**config.mk**
```make
export PLATFORM = sky130hd
export DESIGN_NAME = pns_ratio
export DESIGN_NICKNAME = d
export VERILOG_FILES = /design/src/rtl/pns_pkg.sv /design/src/rtl/pns_ratio.sv
export SDC_FILE = /design/constraint.sdc
export NUM_CORES = 1
export LEC_CHECK = 0
export BUFFER_PORTS_ARGS = -buffer_cell sky130_fd_sc_hd__buf_2
export CORE_AREA = 8 8 99 110
export CTS_CLUSTER_DIAMETER = 60
export DETAILED_ROUTE_END_ITERATION = 7
export DIE_AREA = 0 0 107 118
export GPL_TIMING_DRIVEN = 0
export PLACE_DENSITY = 0.85
export SKIP_LAST_GASP = 1
export SYNTH_ARGS = -nofsm -noshare
export SYNTH_HDL_FRONTEND = slang
export SYNTH_SLANG_ARGS = --single-unit
```
**constraint.sdc**
```tcl
create_clock -name clk -period 11.85 [get_ports clk]
set_input_delay 2.37 -clock clk [delete_from_list [all_inputs] [get_ports clk]]
set_output_delay 2.37 -clock clk [all_outputs]
set_load 0.005 [all_outputs]
```
**src/rtl/pns_pkg.sv**
```systemverilog
`default_nettype none

package pns_pkg;

    // fixed field widths
    localparam int DIM_W   = 9;
    localparam int FRAC_W  = 16;
    localparam int RATIO_W = DIM_W + FRAC_W;
    localparam int RAW_W   = 17;
    localparam int MARG_W  = 7;
    localparam int PROD_W  = 18;
    localparam int SXN_W   = 17;
    localparam int PIX_W   = 16;
    localparam int ADDR_W  = 16;
    localparam int CIDX_W  = 3;

    // operation codes
    localparam logic OP_LOAD   = 1'b0;
    localparam logic OP_SAMPLE = 1'b1;

    // register indexes
    localparam logic [CIDX_W-1:0] REG_SOURCE_WIDTH  = 3'd0;
    localparam logic [CIDX_W-1:0] REG_SOURCE_HEIGHT = 3'd1;
    localparam logic [CIDX_W-1:0] REG_TARGET_WIDTH  = 3'd2;
    localparam logic [CIDX_W-1:0] REG_TARGET_HEIGHT = 3'd3;
    localparam logic [CIDX_W-1:0] REG_PERSPECTIVE   = 3'd4;
    localparam logic [CIDX_W-1:0] REG_BACKGROUND    = 3'd5;

    // ratio unit status
    typedef struct packed {
        logic               busy;
        logic [RATIO_W-1:0] x_ratio;
        logic [RATIO_W-1:0] y_ratio;
    } ratio_t;

    // input beat as captured
    typedef struct packed {
        logic              op;
        logic [ADDR_W-1:0] load_address;
        logic [PIX_W-1:0]  load_pixel;
        logic [7:0]        dest_x;
        logic [7:0]        dest_y;
    } in_beat_t;

    // side data carried through the margin divider
    typedef struct packed {
        logic              op;
        logic [ADDR_W-1:0] addr;
        logic [PIX_W-1:0]  pix;
        logic [7:0]        dx;
        logic [RAW_W-1:0]  sy_raw;
        logic [RAW_W-1:0]  sx_plain;
    } mpay_t;

    // side data carried through the column divider
    typedef struct packed {
        logic              op;
        logic [ADDR_W-1:0] addr;
        logic [PIX_W-1:0]  pix;
        logic [RAW_W-1:0]  sy_raw;
        logic [RAW_W-1:0]  sx_plain;
        logic              in_m;
    } cpay_t;

    // zero acts as one, oversize acts as the maximum
    function automatic logic [DIM_W-1:0] clamp_dim(input logic [DIM_W-1:0] v,
                                                   input logic [10:0] mx);
        logic [DIM_W-1:0] r;
        if (v == '0)
            r = DIM_W'(1);
        else if ({2'b00, v} > mx)
            r = mx[DIM_W-1:0];
        else
            r = v;
        return r;
    endfunction

endpackage

`default_nettype wire

```
**src/rtl/pns_ratio.sv**
```systemverilog
`default_nettype none

module pns_ratio import pns_pkg::*; (
    input  wire logic             clk,
    input  wire logic             rst_n,
    input  wire logic             restart,
    input  wire logic [DIM_W-1:0] sw,
    input  wire logic [DIM_W-1:0] sh,
    input  wire logic [DIM_W-1:0] tw,
    input  wire logic [DIM_W-1:0] th,
    output ratio_t                status
);

    typedef enum logic [2:0] {
        ST_LOAD = 3'b001,
        ST_RUN  = 3'b010,
        ST_DONE = 3'b100
    } rstate_t;

    rstate_t            state_reg, state_next;
    logic [4:0]         cnt_reg, cnt_next;
    logic [RATIO_W-1:0] xn_reg, xn_next, yn_reg, yn_next;
    logic [RATIO_W-1:0] xq_reg, xq_next, yq_reg, yq_next;
    logic [DIM_W-1:0]   xr_reg, xr_next, yr_reg, yr_next;
    logic [DIM_W:0]     xt, yt;
    logic               xge, yge;

    // shift-in long division, one bit per cycle for both axes
    always_comb
    begin
        state_next = state_reg;
        cnt_next   = cnt_reg;
        xn_next    = xn_reg;
        yn_next    = yn_reg;
        xq_next    = xq_reg;
        yq_next    = yq_reg;
        xr_next    = xr_reg;
        yr_next    = yr_reg;
        xt         = {xr_reg, xn_reg[RATIO_W-1]};
        yt         = {yr_reg, yn_reg[RATIO_W-1]};
        xge        = xt >= {1'b0, tw};
        yge        = yt >= {1'b0, th};
        case (state_reg)
            ST_LOAD:
            begin
                xn_next    = {sw, {FRAC_W{1'b0}}};
                yn_next    = {sh, {FRAC_W{1'b0}}};
                xq_next    = '0;
                yq_next    = '0;
                xr_next    = '0;
                yr_next    = '0;
                cnt_next   = 5'(RATIO_W - 1);
                state_next = ST_RUN;
            end
            ST_RUN:
            begin
                xr_next = xge ? DIM_W'(xt - {1'b0, tw}) : xt[DIM_W-1:0];
                yr_next = yge ? DIM_W'(yt - {1'b0, th}) : yt[DIM_W-1:0];
                xq_next = {xq_reg[RATIO_W-2:0], xge};
                yq_next = {yq_reg[RATIO_W-2:0], yge};
                xn_next = {xn_reg[RATIO_W-2:0], 1'b0};
                yn_next = {yn_reg[RATIO_W-2:0], 1'b0};
                cnt_next = cnt_reg - 5'd1;
                if (cnt_reg == '0)
                begin
                    state_next = ST_DONE;
                end
            end
            ST_DONE:
            begin
                state_next = ST_DONE;
            end
            default:
            begin
                state_next = ST_LOAD;
            end
        endcase
        if (restart)
        begin
            state_next = ST_LOAD;
        end
    end

    always_ff @(posedge clk or negedge rst_n)
    begin
        if (!rst_n)
        begin
            state_reg <= ST_LOAD;
        end
        else
        begin
            state_reg <= state_next;
        end
    end

    always_ff @(posedge clk)
    begin
        cnt_reg <= cnt_next;
        xn_reg  <= xn_next;
        yn_reg  <= yn_next;
        xq_reg  <= xq_next;
        yq_reg  <= yq_next;
        xr_reg  <= xr_next;
        yr_reg  <= yr_next;
    end

    assign status.busy    = (state_reg != ST_DONE);
    assign status.x_ratio = xq_reg + RATIO_W'(1);
    assign status.y_ratio = yq_reg + RATIO_W'(1);

endmodule

`default_nettype wire

```
==> impl_metrics.tcl <==
set metrics [dict create \
    drt-vias-per-instance 5.48 \
    synthFlopType "edfxtp_1" \
    gp_congestion 0.839 \
    ys_ff_latch 94 \
    period_share 0.381 \
    cp_slowest_cell "edfxtp_1" \
    cp_data_required_time_ns 9.48 \
    wl_per_cell_um 15.1 \
    powerDensity_nw_per_um2 152 \
    grt_max_degree 32 \
    cts_tree "done" \
    die_area_um2 12600 \
    pre_cts_ws_ns 7.28 \
    cp-start-kind "flop" \
    clock_latency_ns 0.37 \
    dpl_cell_area_um2 6110 \
    grt_pass1_vias 4085 \
    crit_type "reg -> out" \
    synth_edf_count 91 \
    initial_core_util 0.596 \
    nets 671 \
    setup_viol 0 \
    cts_root_buf "clkbuf_8" \
    fp.dieW_um 107 \
    skew_ns 0.0102 \
    postCtsHoldBufs 0 \
    grt_overflow 0 \
    synth_commonest_cells "edfxtp_1, nand2_1, and2_1" \
    synthTopCellsByArea "edfxtp_1, xnor2_1, and2_1" \
    area_growth_pct 15.5 \
    leakagePower_nw 2.75 \
    synth_top_area_cell "edfxtp_1" \
    yosysSeqAreaShare 0.517 \
    worstMarginPinSlew_ns 0.691 \
    drt-total-wl_mm 11.0 \
    clk_pin_slew_ns 0.09 \
    port_buffers 89 \
    drt_pass1_iterations 5 \
    hp-class "reg -> reg" \
    ant_nets 0 \
    grt_setup_unrepaired "false" \
    hold_violations 0 \
    io_pins 90 \
    cp-end-kind "primary output" \
    relSlewSlack 0.538 \
    synth_cell_types 53 \
    syn_nets 568 \
    cp.arrival_ns 2.14 \
    outcome "finished, final reports clean" \
    finalPower_uw 952 \
    die_h_um 118 \
    drive_gt1_frac 0.204 \
    yosysWarningCount 0 \
    cpPeakStageDelay_ns 0.45 \
    synth_cells 506 \
    cts_max_level 3 \
    grt_util_all_layers 0.180 \
    cts-resized-gates 0 \
    post_cts_buffers 0 \
    cts_sinks 94 \
    antenna_found_initial 0 \
    clock_path_buffers 2 \
    drv_cap 0 \
    fin_ws_ns 7.34 \
    fin_util 0.688 \
    antenna_cells 0 \
    max_freq_ghz 0.222 \
    synth_top_area_share 0.503 \
    final.min_clock_period_ns 4.51 \
    coreArea_um2 9120 \
    first_iter_violations 116 \
    fin_tns_setup_ns 0 \
    synth.most_common_cell "edfxtp_1" \
    dp_hpwl_mm 8.43 \
    route.detailed.drc 0 \
    crit_chain "and4_1 -> nand4_1 -> nor2_2 -> nand4_1 -> xnor2_1 -> buf_2" \
    instances_no_fill 731 \
    grt_pass1_wl_mm 18.5 \
    syn_area_per_cell_um2 10.7 \
    core.rowCount 37 \
    vdd_drop_max_uv 80.1 \
    critPathMaxFanout 6 \
    final_area_um2 6280 \
    vias 4003 \
    hold_slack_ns 0.516 \
    cpMostUsedCell "nand4_1" \
    slew_violations 0 \
    placed_cells 715 \
    cp.buffers_inverters 1 \
    synthArstFlopShare 0.0319 \
    cts_made_buffers 9 \
    netlist_area_um2 5430 \
    crit_family "simple AND/OR/NAND/NOR gates" \
]
==> metal layers <==
| metal | vias up | global-route usage | part of all wire |
|---|---|---|---|
| li1 | 1976 | - | - |
| met2 | 103 | 0.305 | 0.50 |
| met3 | 14 | 0.0400 | 0.058 |
| met4 | 0 | 0.0758 | 0.019 |
| met1 | 1910 | 0.211 | 0.43 |
| met5 | - | 0 | 0 |
==> worst reg2reg max path, cell delays in order, from the launching register on <==
cell and delay (ns):
edfxtp_1 0.37, inv_1 0.09, ha_1 0.17, inv_1 0.05, fa_1 0.40, a21o_1 0.22, o211a_1 0.25, a211oi_4 0.32
buf_6 0.21, mux2i_1 0.20, nor2_1 0.05
==> layout by cell type (no fill, tap or decap), types with 10 or more instances in the layout <==
cell type,Yosys,routed
and2_1,50,50
and3_1,17,17
buf_2,5,94
edfxtp_1,91,91
ha_1,21,21
inv_1,28,28
mux2i_1,10,10
nand2_1,75,75
nand3_1,20,20
nand4_1,10,10
nor2_1,26,26
xnor2_1,43,43
xor2_1,14,14
==> report_power, final <==
part,leakage [nW],switching [mW],internal (mW),total [mW]
Clock,0.0837,0.115,0.0757,0.191
Sequential,0.974,0.0465,0.440,0.487
Combinational,1.69,0.146,0.129,0.275
==> path summary, 6_finish.rpt <==
kind / slack, ns / depth (start not counted) / end / start
max in group asynchronous: 9.87 / 1 / state_reg[0] / rst_n
max reg2reg: 9.27 / 10 / xr_reg[6] / xn_reg[24]
min: 0.52 / 2 / yn_reg[19] / yn_reg[18]
min reg2reg: 0.52 / 2 / yn_reg[19] / yn_reg[18]
min in group asynchronous: 1.78 / 1 / state_reg[1] / rst_n
max: 7.34 / 6 / status[44] / xq_reg[2]
==> logic make-up after synthesis <==
group | Yosys count | share of synthesized area
compound gates | 48 | 0.0645
simple gates | 229 | 0.217
xor+xnor | 57 | 0.0919
buf+inv | 44 | 0.0336
flops | 94 | 0.517
fa+ha+maj | 23 | 0.0557
mux | 11 | 0.0205
==> area by class of cell <==
class,count,area (µm²)
Fill cell,722,2840
Sequential cell,94,2810
Multi-Input combinational cell,368,2450
Timing Repair Buffer,92,520
Tap cell,117,146
Clock buffer,10,128
Inverter,28,105
Buffer,16,77.6
Clock inverter,6,38.8
Note: power is estimated with default switching activity, not from simulation.
