$ cat config.mk
export PLATFORM = sky130hd
export DESIGN_NAME = pns_divpipe
export DESIGN_NICKNAME = d
export VERILOG_FILES = /design/src/rtl/pns_divpipe.sv
export SDC_FILE = /design/constraint.sdc
export NUM_CORES = 1
export LEC_CHECK = 0
export BUFFER_PORTS_ARGS = -buffer_cell sky130_fd_sc_hd__buf_2
export CAP_MARGIN = 10
export CORE_ASPECT_RATIO = 1.2
export CORE_MARGIN = 3
export CORE_UTILIZATION = 57
export CTS_BUF_LIST = sky130_fd_sc_hd__clkbuf_16
export DETAILED_ROUTE_END_ITERATION = 10
export PLACE_DENSITY = 0.77
export SLEW_MARGIN = 15
export SYNTH_ARGS = -nofsm -noshare
export SYNTH_HDL_FRONTEND = slang
export SYNTH_SLANG_ARGS = --single-unit
$ cat constraint.sdc
create_clock -name clk -period 2.5 [get_ports clk]
set_input_delay 0 -clock clk [delete_from_list [all_inputs] [get_ports clk]]
set_output_delay 0 -clock clk [all_outputs]
set_load 0.05 [all_outputs]
$ cat src/rtl/pns_divpipe.sv
`default_nettype none

module pns_divpipe #(
    parameter int NUM_W = 17,
    parameter int DEN_W = 9,
    parameter int QUO_W = 9,
    parameter int PAY_W = 1
) (
    input  wire logic             clk,
    input  wire logic             rst_n,
    input  wire logic             en,
    input  wire logic             in_valid,
    input  wire logic [NUM_W-1:0] num,
    input  wire logic [DEN_W-1:0] den,
    input  wire logic [PAY_W-1:0] pay_in,
    output logic                  out_valid,
    output logic      [QUO_W-1:0] quo,
    output logic      [PAY_W-1:0] pay_out
);

    localparam int CW = NUM_W + DEN_W + QUO_W;

    logic             v_reg   [QUO_W];
    logic [NUM_W-1:0] rem_reg [QUO_W];
    logic [DEN_W-1:0] den_reg [QUO_W];
    logic [QUO_W-1:0] q_reg   [QUO_W];
    logic [PAY_W-1:0] pay_reg [QUO_W];

    // one quotient bit per stage, most significant first
    genvar k;
    generate
        for (k = 0; k < QUO_W; k++)
        begin : g_stage
            logic             v_in;
            logic [NUM_W-1:0] rem_in;
            logic [DEN_W-1:0] den_in;
            logic [QUO_W-1:0] q_in;
            logic [PAY_W-1:0] pay_in_k;
            logic [CW-1:0]    shifted;
            logic             ge;
            logic [NUM_W-1:0] rem_next;
            logic [QUO_W-1:0] q_next;

            if (k == 0)
            begin : g_first
                assign v_in     = in_valid;
                assign rem_in   = num;
                assign den_in   = den;
                assign q_in     = '0;
                assign pay_in_k = pay_in;
            end
            else
            begin : g_chain
                assign v_in     = v_reg[k-1];
                assign rem_in   = rem_reg[k-1];
                assign den_in   = den_reg[k-1];
                assign q_in     = q_reg[k-1];
                assign pay_in_k = pay_reg[k-1];
            end

            // trial subtract of the shifted divisor
            always_comb
            begin
                shifted  = CW'(den_in) << (QUO_W - 1 - k);
                ge       = CW'(rem_in) >= shifted;
                rem_next = ge ? NUM_W'(CW'(rem_in) - shifted) : rem_in;
                q_next   = ge ? (q_in | (QUO_W'(1) << (QUO_W - 1 - k))) : q_in;
            end

            always_ff @(posedge clk or negedge rst_n)
            begin
                if (!rst_n)
                begin
                    v_reg[k] <= 1'b0;
                end
                else if (en)
                begin
                    v_reg[k] <= v_in;
                end
            end

            always_ff @(posedge clk)
            begin
                if (en)
                begin
                    rem_reg[k] <= rem_next;
                    den_reg[k] <= den_in;
                    q_reg[k]   <= q_next;
                    pay_reg[k] <= pay_in_k;
                end
            end
        end
    endgenerate

    assign out_valid = v_reg[QUO_W-1];
    assign quo       = q_reg[QUO_W-1];
    assign pay_out   = pay_reg[QUO_W-1];

endmodule

`default_nettype wire

==> flow_metrics.py, run 1 <==
metrics = {
    "clock_tree": {
        "cts_buffers": 27,
        "clockBufferDepth": 3,
        "clockRootBuffer": "clkbuf_16",
        "clk_pin_slew_ns": 0.06,
        "clock_latency_ns": 0.54,
        "h-tree-depth": 1,
        "clkSinkCount": 271,
        "tritoncts": "yes",
    },
    "yosys": {
        "synth_edf_count": 262,
        "netlist_instances": 1043,
        "avgSynthCellArea_sq_um": 13.1,
        "ys_seq_elements": 271,
        "yosys_warnings": 0,
        "ys_types": 82,
        "synthArstFlopShare": 0.0332,
        "ys.flop_type": "edfxtp_1",
        "synth_area_sq_mm": 0.0136,
        "synth-seq-area-share": 0.593,
        "syn_nets": 1163,
    },
    "critical_path": {
        "critical_path.max_fanout": 7,
        "slowest_stage": "fa_2",
        "endpoint_kind": "flop",
        "startpoint_type": "flop",
        "crit_required_ns": 2.79,
        "worstPathArrival_ns": 2.79,
        "path_cells": "ha_2 > fa_2 > nor2b_4 > o31ai_4 > a211o_1 > and3_4 > buf_6 > mux2_2",
        "critPathKind": "reg2reg",
        "max_stage_delay_ns": 0.42,
    },
    "global_routing": {
        "track_usage": 0.202,
        "grt_pass1_wl_mm": 42.6,
        "grt_use_met1": 0.175,
        "grtUsageMet3": 0.0253,
        "grt_pass1_vias": 9359,
        "grt-busiest-layer": "met2",
        "antenna_found_initial": 0,
        "grtUsageMet2": 0.430,
        "grt_max_degree": 75,
        "overflow": 0,
    },
    "sta": {
        "rsz0062_at_grt": "yes",
        "finalHoldViolCount": 0,
        "tightest_slew_ns": 0.569,
        "fin_crit_ns": 2.50,
        "maxSlewViolCount": 0,
        "fin_crit_sh": 1.00,
        "finClkSkew_ns": 0.0124,
        "setup_ws_ns": -0.00114,
        "slew_headroom": 0.621,
        "fmax_ghz": 0.400,
        "setup_violations": 1,
        "setup_tns_ns": -0.00114,
    },
    "status": {
        "violations": "setup timing",
        "status": "finished, violations left",
    },
    "pwr": {
        "ir_drop_uv": 618,
        "switching_power_w": 0.00477,
        "power_frac_seq": 0.415,
        "p_comb_frac": 0.325,
        "p_clk_frac": 0.260,
        "power-per-cell-area_mw_per_mm2": 956,
        "p_sw_frac": 0.299,
        "power.leakage_nw": 6.59,
        "p_int_w": 0.0112,
    },
    "finish": {
        "layout-drive-gt1-share": 0.249,
        "largest_reg_flops": 136,
        "nNetsFinal": 1363,
        "nFillCells": 1553,
        "n_antenna_cell": 0,
        "syn2layout_area_growth_pct": 22.4,
    },
    "drt": {
        "drt_iter0_markers": 340,
        "vias": 8873,
        "dr.pass1.iters": 5,
        "viasPerCell": 5.62,
        "drc": 0,
        "wirelength_mm": 27.1,
        "drt.antenna.violating_nets": 0,
        "wl_per_cell_microns": 17.1,
    },
    "die": {
        "die_area_sq_mm": 0.0258,
        "die_h_microns": 175,
        "core_sq_mm": 0.0234,
        "die_w_microns": 147,
        "num_rows": 61,
        "initial_utilization": 0.584,
        "io_pins": 42,
    },
    "flow_run": {
        "maxCapViolCount": 0,
    },
    "placed_design": {
        "dpl.hpwl_mm": 18.8,
        "pre_cts_ws_ns": -0.206,
        "gp_congestion": 0.885,
        "port_buffers": 41,
    },
    "hold_path": {
        "hold_class": "in2reg",
    },
}
==> critical path: cells and delay by family (launching register included) <==
kind,cells,cell delay [ns]
flops,1,0.40
simple gates,2,0.39
mux,1,0.27
fa+ha+maj,2,0.63
buf+inv,1,0.15
compound gates,2,0.41
==> area by class of cell <==
type / count / area, sq um / share of cell area
inverter: 105 / 394 / 0.0236
sequential: 271 / 8090 / 0.485
multi-input combinational: 654 / 5450 / 0.326
tap: 315 / 394 / 0.0236
clock buffer: 27 / 676 / 0.0405
timing repair buffer: 184 / 1460 / 0.0873
clock inverter: 22 / 238 / 0.0142
==> path summary, 6_finish.rpt <==
check | start | to | slack [ns] | cells after the start
setup / recovery | den_reg[0][54]$_DFFE_PP_ | rem_reg[0][123]$_DFFE_PP_ | -0.001 | 8
hold / removal | num[16] | rem_reg[0][16]$_DFFE_PP_ | 0.1 | 5
setup reg to reg | den_reg[0][54]$_DFFE_PP_ | rem_reg[0][123]$_DFFE_PP_ | -0.001 | 8
hold reg to reg | q_reg[7][4]$_DFFE_PP_ | q_reg[8][4]$_DFFE_PP_ | 0.41 | 0
max in group asynchronous | rst_n | g_stage[2].v_in$_DFFE_PN0P_ | 1.78 | 3
min in group asynchronous | rst_n | g_stage[8].v_in$_DFFE_PN0P_ | 0.44 | 3
==> cells in the final DEF, fill, tap and decap left out, types with 7 or more instances in the layout <==
| cell | netlist | routed |
|---|---|---|
| dfrtp_1 | 9 | 9 |
| buf_4 | 4 | 102 |
| ha_1 | 81 | 71 |
| nand4_1 | 8 | 8 |
| o21ai_0 | 45 | 35 |
| xnor2_1 | 28 | 28 |
| mux2i_1 | 7 | 7 |
| nor3_1 | 26 | 25 |
| edfxtp_1 | 262 | 262 |
| a21oi_1 | 47 | 42 |
| nand2b_1 | 10 | 10 |
| a211oi_1 | 8 | 7 |
| o31a_1 | 7 | 7 |
| inv_1 | 104 | 103 |
| o21ai_1 | 2 | 9 |
| nor4_1 | 13 | 11 |
| nand3_1 | 12 | 12 |
| nor2_1 | 52 | 51 |
| xor2_1 | 33 | 33 |
| mux2_4 | 7 | 13 |
| nand2_1 | 50 | 46 |
| mux2_2 | 22 | 17 |
| dlygate4sd3_1 | 0 | 30 |
| a21oi_2 | 4 | 9 |
| buf_2 | 6 | 40 |
| clkbuf_16 | 0 | 27 |
| a21o_1 | 10 | 10 |
| o21a_1 | 21 | 21 |
| nor2b_1 | 23 | 21 |
==> through the flow <==
stage / area (sq um) / power [W] / instances / hold WS, ns / utilization
2_1_floorplan: 13600 / 0.00978 / 1043 / -0.296 / -
3_3_place_gp: 14900 / 0.0111 / 1474 / -0.152 / 0.637
3_5_place_dp: 14900 / 0.0113 / 1474 / -0.143 / 0.637
4_1_cts: 16300 / 0.0157 / 1561 / 0.0788 / 0.696
5_1_grt: 16700 / 0.0169 / 1578 / 0.155 / 0.715
6_report: 16700 / 0.0160 / 1578 / 0.0998 / 0.715
==> synthesized netlist by cell type, types with 5 or more instances <==
cell type | number | area, sq um
fa_1 | 8 | 160
or2_2 | 6 | 37.5
nor4_1 | 13 | 81.3
nor2b_1 | 23 | 144
a211oi_1 | 8 | 60.1
and2_1 | 6 | 37.5
nand2_1 | 50 | 188
nor2_1 | 52 | 195
a21o_1 | 10 | 75.1
inv_1 | 104 | 390
o21a_1 | 21 | 158
nand3_1 | 12 | 60.1
and3_1 | 5 | 31.3
o31ai_1 | 8 | 60.1
o211ai_1 | 6 | 45.0
mux2i_1 | 7 | 70.1
o31a_1 | 7 | 61.3
edfxtp_1 | 262 | 7870
mux2_4 | 7 | 105
xnor2_1 | 28 | 245
a21oi_1 | 47 | 235
a21boi_0 | 6 | 45.0
xor2_1 | 33 | 289
mux2_1 | 6 | 67.6
nand4_1 | 8 | 50.1
dfrtp_1 | 9 | 225
o21ai_0 | 45 | 225
or4_1 | 7 | 52.6
mux2_2 | 22 | 248
nand2b_1 | 10 | 62.6
nand3b_1 | 5 | 37.5
nor4b_1 | 7 | 61.3
buf_2 | 6 | 30.0
ha_1 | 81 | 1010
nor3_1 | 26 | 130
==> cell families (layout without fill, tap and decap cells) <==
group | after synthesis | in the layout | share of synthesized area
flops | 271 | 271 | 0.593
simple gates | 259 | 260 | 0.107
compound gates | 202 | 202 | 0.103
buf+inv | 119 | 338 | 0.0356
fa+ha+maj | 89 | 89 | 0.0860
xor+xnor | 61 | 61 | 0.0392
mux | 42 | 42 | 0.0360
==> layer usage <==
| metal | vias up | part of all wire |
|---|---|---|
| li1 | 4307 | - |
| met1 | 4286 | 0.33 |
| met2 | 192 | 0.60 |
| met3 | 88 | 0.029 |
| met4 | 0 | 0.049 |
| met5 | - | 0 |
==> power by group through the flow <==
stage | Sequential [W] | Clock [W] | Combinational [W]
finish | 0.00663 | 0.00415 | 0.00519
global route | 0.00671 | 0.00443 | 0.00572
detailed placement | 0.00668 | 0 | 0.00462
global placement | 0.00665 | 0 | 0.00447
floorplan | 0.00658 | 0 | 0.00320
CTS | 0.00660 | 0.00425 | 0.00481
==> timing repair <==
action | CTS | global route
pin swaps | 10 | 32
endpoints found under the hold margin | 96 | 0
hold buffers | 30 | 0
gates cloned | 0 | 1
buffers inserted | 8 | 19
setup endpoints to repair | 63 | 60
gates resized for setup | 27 | 65
Power figures use the tool's default switching activity.
==> inputs of run 2 (changes only) <==
--- a/config.mk
+++ b/config.mk
@@ -5,6 +5,7 @@
 export SDC_FILE = /design/constraint.sdc
 export NUM_CORES = 1
 export LEC_CHECK = 0
+export ABC_AREA = 1
 export BUFFER_PORTS_ARGS = -buffer_cell sky130_fd_sc_hd__buf_2
 export CAP_MARGIN = 10
 export CORE_ASPECT_RATIO = 1.2
==> flow_metrics.py, run 2 <==
metrics = {
    "sta": {
        "setup_violations": 0,
        "fin_crit_sh": 0.973,
        "fmax_ghz": 0.411,
        "maxSlewViolCount": 0,
        "setup_tns_ns": 0,
        "finClkSkew_ns": 0.0143,
        "fin_crit_ns": 2.43,
        "rsz0062_at_grt": "no",
        "tightest_slew_ns": 0.520,
        "finalHoldViolCount": 0,
        "slew_headroom": 0.654,
    },
    "critical_path": {
        "endpoint_kind": "flop",
        "worstPathArrival_ns": 2.72,
        "path_cells": "inv_1 > ha_1 > inv_1 > fa_1 > nand3_1 > nand2_1 > nand2_1 > nand2_1 > nand2_2 > nand3_2 > buf_4 > nand2_1 > o21ai_0",
        "crit_buf_inv": 3,
        "cp_common_cell": "nand2_1",
        "slowest_stage": "fa_1",
        "critPathKind": "reg2reg",
        "max_stage_delay_ns": 0.41,
        "startpoint_type": "flop",
        "cp_top_family": "simple AND/OR/NAND/NOR gates",
        "critical_path.max_fanout": 12,
        "crit_required_ns": 2.78,
    },
    "pwr": {
        "power.leakage_nw": 7.75,
        "power-per-cell-area_mw_per_mm2": 954,
        "ir_drop_uv": 589,
    },
    "finish": {
        "nFillCells": 1986,
        "nNetsFinal": 1855,
        "syn2layout_area_growth_pct": 13.1,
        "n_antenna_cell": 0,
        "final_cells": 2086,
        "largest_reg_flops": 136,
        "layout-drive-gt1-share": 0.0729,
        "layout_commonest_cell": "nand2_1",
        "most-common-layout-cells": "514 x nand2_1, 275 x inv_1, 262 x edfxtp_1, 134 x nor2_1, 104 x nand3_1",
        "stdcell_area_sq_mm": 0.0168,
    },
    "drt": {
        "vias": 11100,
        "drc": 0,
        "wl_per_cell_microns": 15.8,
        "drt.antenna.violating_nets": 0,
        "wirelength_mm": 32.9,
        "drt_iter0_markers": 645,
        "viasPerCell": 5.30,
        "dr.pass1.iters": 5,
    },
    "yosys": {
        "post_synth_xor_area_fraction": 0.0230,
        "synth_area_sq_mm": 0.0148,
        "ys_types": 41,
        "yosys-top-cells-area": "edfxtp_1 53%, nand2_1 13%, inv_1 7.0%",
        "synthMuxAreaShare": 0.000759,
        "synth.most_common_cell": "nand2_1",
        "synth_top_area_cell": "edfxtp_1",
        "netlist_instances": 1631,
        "synth-seq-area-share": 0.546,
        "synthArstFlopShare": 0.0332,
        "ys.flop_type": "edfxtp_1",
        "synthSimpleGateAreaFrac": 0.235,
        "avgSynthCellArea_sq_um": 9.09,
        "syn_nets": 1751,
        "synth_top_family_by_area": "simple AND/OR/NAND/NOR gates",
        "synth_edf_count": 262,
        "synth_top_area_frac": 0.530,
        "ys_seq_elements": 271,
        "yosys_warnings": 0,
        "synth_adder_area_share": 0.0791,
        "synthTopCellsByCount": "515 x nand2_1, 275 x inv_1, 262 x edfxtp_1",
        "synth-compound-area-share": 0.0388,
    },
    "placed_design": {
        "dpl.hpwl_mm": 24.7,
        "port_buffers": 41,
        "placed_area_sq_mm": 0.0155,
        "gp_congestion": 0.958,
        "dp.cells": 2003,
    },
    "status": {
        "status": "completed",
    },
    "clock_tree": {
        "clockBufferDepth": 3,
        "clk_pin_slew_ns": 0.07,
        "clock_latency_ns": 0.55,
        "cts_buffers": 27,
        "clockRootBuffer": "clkbuf_16",
        "cts_setup_buffers": 0,
        "tritoncts": "yes",
        "h-tree-depth": 1,
        "clkSinkCount": 271,
    },
    "die": {
        "die_area_sq_mm": 0.0280,
        "core_sq_mm": 0.0255,
        "io_pins": 42,
        "die_w_microns": 153,
        "initial_utilization": 0.581,
        "die_h_microns": 183,
        "num_rows": 64,
    },
    "global_routing": {
        "antenna_found_initial": 0,
        "track_usage": 0.240,
        "grt_max_degree": 68,
        "grt_pass1_vias": 11600,
        "grt_pass1_wl_mm": 54.6,
        "overflow": 0,
    },
    "flow_run": {
        "maxCapViolCount": 0,
    },
    "hold_path": {
        "hold_class": "in2reg",
    },
}
[run 2: path summary, 6_finish.rpt]
path / startpoint / end / slack, ns / depth (start not counted)
hold / removal: den[6] / den_reg[0][6]$_DFFE_PP_ / 0.16 / 2
setup / recovery: rem_reg[0][71]$_DFFE_PP_ / rem_reg[0][88]$_DFFE_PP_ / 0.07 / 13
min in group asynchronous: rst_n / g_stage[7].v_in$_DFFE_PN0P_ / 0.42 / 3
max in group asynchronous: rst_n / out_valid$_DFFE_PN0P_ / 1.80 / 3
setup reg to reg: rem_reg[0][71]$_DFFE_PP_ / rem_reg[0][88]$_DFFE_PP_ / 0.07 / 13
hold reg to reg: q_reg[6][3]$_DFFE_PP_ / q_reg[7][3]$_DFFE_PP_ / 0.42 / 0
[run 2: kinds of logic (layout without fill, tap and decap cells)]
family | count (synthesis) | after routing
AO/OA/AOI/OAI | 108 | 108
XOR/XNOR | 39 | 39
adder cells (fa/ha/maj) | 89 | 89
buffers and inverters | 291 | 416
flip-flops | 271 | 271
multiplexers | 1 | 1
AND/OR/NAND/NOR | 832 | 832
[run 2: layer usage]
| layer | track usage | vias to the layer above | wire length, microns |
|---|---|---|---|
| met1 | 0.235 | 5107 | 11500 |
| met3 | 0.0280 | 117 | 1140 |
| met4 | 0.137 | 0 | 2050 |
| met5 | 0 | - | 0 |
| met2 | 0.478 | 296 | 18200 |
| li1 | - | 5539 | - |
[run 2: what timing repair did]
action | 4_1_cts | 5_1_grt
endpoints found under the setup margin | 0 | 13
endpoints found under the hold margin | 89 | 0
hold buffers | 33 | 0
resized for setup | 0 | 3
[run 2: cell type report]
| class | count | area, sq um | area share |
|---|---|---|---|
| clock buffers | 27 | 676 | 0.0403 |
| multi-input cells | 1069 | 5590 | 0.334 |
| repair buffers | 89 | 708 | 0.0422 |
| well taps | 330 | 413 | 0.0246 |
| clock inverters | 23 | 243 | 0.0145 |
| inverters | 277 | 1040 | 0.0622 |
| flip-flops and latches | 271 | 8090 | 0.483 |
[run 2: report_power, final]
| group | internal (W) | switching, W | leakage, nW |
|---|---|---|---|
| Sequential | 0.00609 | 0.000504 | 2.64 |
| Combinational | 0.00188 | 0.00336 | 4.66 |
| Clock | 0.00241 | 0.00175 | 0.453 |
| Total | 0.0104 | 0.00562 | 7.75 |
[run 2: stage by stage]
step | power, W | setup slack, ns | util | hold slack, ns
2_1_floorplan | 0.0104 | 0.446 | - | -0.296
3_3_place_gp | 0.0117 | 0.254 | 0.607 | -0.144
3_5_place_dp | 0.0118 | 0.123 | 0.607 | -0.143
4_1_cts | 0.0160 | 0.0567 | 0.656 | 0.142
5_1_grt | 0.0171 | 0.00913 | 0.656 | 0.162
6_report | 0.0160 | 0.0665 | 0.656 | 0.164
==> inputs of run 3 (changes only) <==
==> constraint.sdc (replaced) <==
create_clock -name clk -period 2.5 [get_ports clk]
set_input_delay 0.5 -clock clk [delete_from_list [all_inputs] [get_ports clk]]
set_output_delay 0.5 -clock clk [all_outputs]
set_load 0.05 [all_outputs]
==> flow_metrics.py, run 3 (same netlist as run 2, synthesis figures left out) <==
metrics = {
    "status": {
        "status": "completed",
    },
    "finish": {
        "nFillCells": 2056,
        "syn2layout_area_growth_pct": 11.1,
        "largest_reg_flops": 136,
        "most-common-layout-cells": "513 x nand2_1, 279 x inv_1, 262 x edfxtp_1, 134 x nor2_1, 102 x nand3_1",
        "layout_commonest_cell": "nand2_1",
        "nNetsFinal": 1826,
        "final_cells": 2057,
        "n_antenna_cell": 0,
        "stdcell_area_sq_mm": 0.0165,
        "layout-drive-gt1-share": 0.0782,
    },
    "critical_path": {
        "critical_path.max_fanout": 12,
        "startpoint_type": "flop",
        "max_stage_delay_ns": 0.39,
        "crit_required_ns": 2.80,
        "endpoint_kind": "flop",
        "worstPathArrival_ns": 2.64,
        "path_cells": "inv_1 > ha_1 > inv_1 > fa_2 > nand3_1 > nand2_2 > nand2_1 > nand2_1 > nand2_2 > nand3_4 > buf_8 > nand2_1 > o21ai_0",
        "slowest_stage": "edfxtp_1",
        "cp_top_family": "simple AND/OR/NAND/NOR gates",
        "cp_common_cell": "nand2_1",
        "crit_buf_inv": 3,
        "critPathKind": "reg2reg",
    },
    "clock_tree": {
        "clock_latency_ns": 0.56,
        "clk_pin_slew_ns": 0.07,
        "clkSinkCount": 271,
        "clockRootBuffer": "clkbuf_16",
        "h-tree-depth": 1,
        "tritoncts": "yes",
        "clockBufferDepth": 3,
        "cts_buffers": 27,
        "cts_setup_buffers": 0,
    },
    "sta": {
        "tightest_slew_ns": 0.474,
        "rsz0062_at_grt": "no",
        "maxSlewViolCount": 0,
        "fin_crit_ns": 2.34,
        "finalHoldViolCount": 0,
        "fin_crit_sh": 0.936,
        "finClkSkew_ns": 0.0212,
        "fmax_ghz": 0.427,
        "setup_violations": 0,
        "slew_headroom": 0.683,
    },
    "die": {
        "core_sq_mm": 0.0255,
        "die_h_microns": 183,
        "io_pins": 42,
        "die_w_microns": 153,
        "initial_utilization": 0.581,
        "die_area_sq_mm": 0.0280,
        "num_rows": 64,
    },
    "drt": {
        "dr.pass1.iters": 4,
        "drt.antenna.violating_nets": 0,
        "drc": 0,
        "wirelength_mm": 33.0,
        "vias": 10900,
        "viasPerCell": 5.29,
        "wl_per_cell_microns": 16.0,
        "drt_iter0_markers": 635,
    },
    "pwr": {
        "power.leakage_nw": 7.65,
        "ir_drop_uv": 676,
        "power-per-cell-area_mw_per_mm2": 964,
    },
    "global_routing": {
        "antenna_found_initial": 0,
        "grt_max_degree": 64,
        "track_usage": 0.237,
        "grt_pass1_wl_mm": 53.3,
        "grt_pass1_vias": 11100,
        "overflow": 0,
    },
    "placed_design": {
        "dp.cells": 2005,
        "gp_congestion": 0.917,
        "dpl.hpwl_mm": 24.6,
        "port_buffers": 41,
        "placed_area_sq_mm": 0.0155,
    },
    "flow_run": {
        "maxCapViolCount": 0,
    },
    "hold_path": {
        "hold_class": "in2reg",
    },
}
## run 3: path summary, 6_finish.rpt
kind	start	to	slack (ns)	cells after the start
hold / removal	num[2]	rem_reg[0][2]$_DFFE_PP_	0.13	1
setup reg to reg	rem_reg[0][71]$_DFFE_PP_	rem_reg[0][88]$_DFFE_PP_	0.16	13
hold reg to reg	q_reg[4][7]$_DFFE_PP_	q_reg[5][7]$_DFFE_PP_	0.42	0
max in group asynchronous	rst_n	g_stage[7].v_in$_DFFE_PN0P_	1.99	2
min in group asynchronous	rst_n	g_stage[2].v_in$_DFFE_PN0P_	0.33	2
setup / recovery	rem_reg[0][71]$_DFFE_PP_	rem_reg[0][88]$_DFFE_PP_	0.16	13
## run 3: through the flow
| step | hold WS, ns | setup TNS, ns | power, W | utilization | setup slack (ns) |
|---|---|---|---|---|---|
| after floorplan | 0.204 | 0 | 0.0104 | - | 0.446 |
| after global placement | 0.357 | -0.00452 | 0.0116 | 0.607 | -0.00452 |
| after detailed placement | 0.360 | -0.00246 | 0.0118 | 0.607 | -0.00246 |
| after CTS | 0.117 | 0 | 0.0159 | 0.643 | 0.00603 |
| after global routing | 0.115 | 0 | 0.0170 | 0.645 | 0.0446 |
| final | 0.134 | 0 | 0.0159 | 0.645 | 0.160 |
## run 3: power breakdown
group | total [W] | switching [W] | leakage, nW | internal (W)
registers | 0.00659 | 0.000505 | 2.64 | 0.00609
logic | 0.00519 | 0.00334 | 4.54 | 0.00185
clock network | 0.00410 | 0.00177 | 0.464 | 0.00232
total | 0.0159 | 0.00562 | 7.65 | 0.0103
## run 3: metal layers
metal	GRT usage	share of wire	up-vias
li1	-	-	5479
met1	0.235	0.36	5070
met2	0.475	0.55	211
met3	0.0249	0.027	118
met4	0.127	0.061	0
met5	0	0	-
## run 3: timing repair
item                                    4_1_cts  5_1_grt
endpoints found under the setup margin        2       28
gates cloned                                  0        1
hold buffers                                  1        0
endpoints found under the hold margin         9        0
gates resized for setup                       1       11
## run 3: final cells by class
| class | count | area [sq um] | area share |
|---|---|---|---|
| Tap cell | 330 | 413 | 0.0251 |
| Timing Repair inverter | 1 | 7.51 | 0.000456 |
| Sequential cell | 271 | 8090 | 0.491 |
| Timing Repair Buffer | 59 | 398 | 0.0241 |
| Clock inverter | 23 | 226 | 0.0137 |
| Clock buffer | 27 | 676 | 0.0410 |
| Multi-Input combinational cell | 1069 | 5620 | 0.341 |
| Inverter | 277 | 1040 | 0.0633 |
## run 3: worst reg2reg max path: cells and delay by family, from the launching register on
family                   cells  cell delay [ns]
flip-flops                   1             0.39
buffers and inverters        3             0.37
AND/OR/NAND/NOR              7             0.70
AO/OA/AOI/OAI                1             0.07
adder cells (fa/ha/maj)      2             0.56
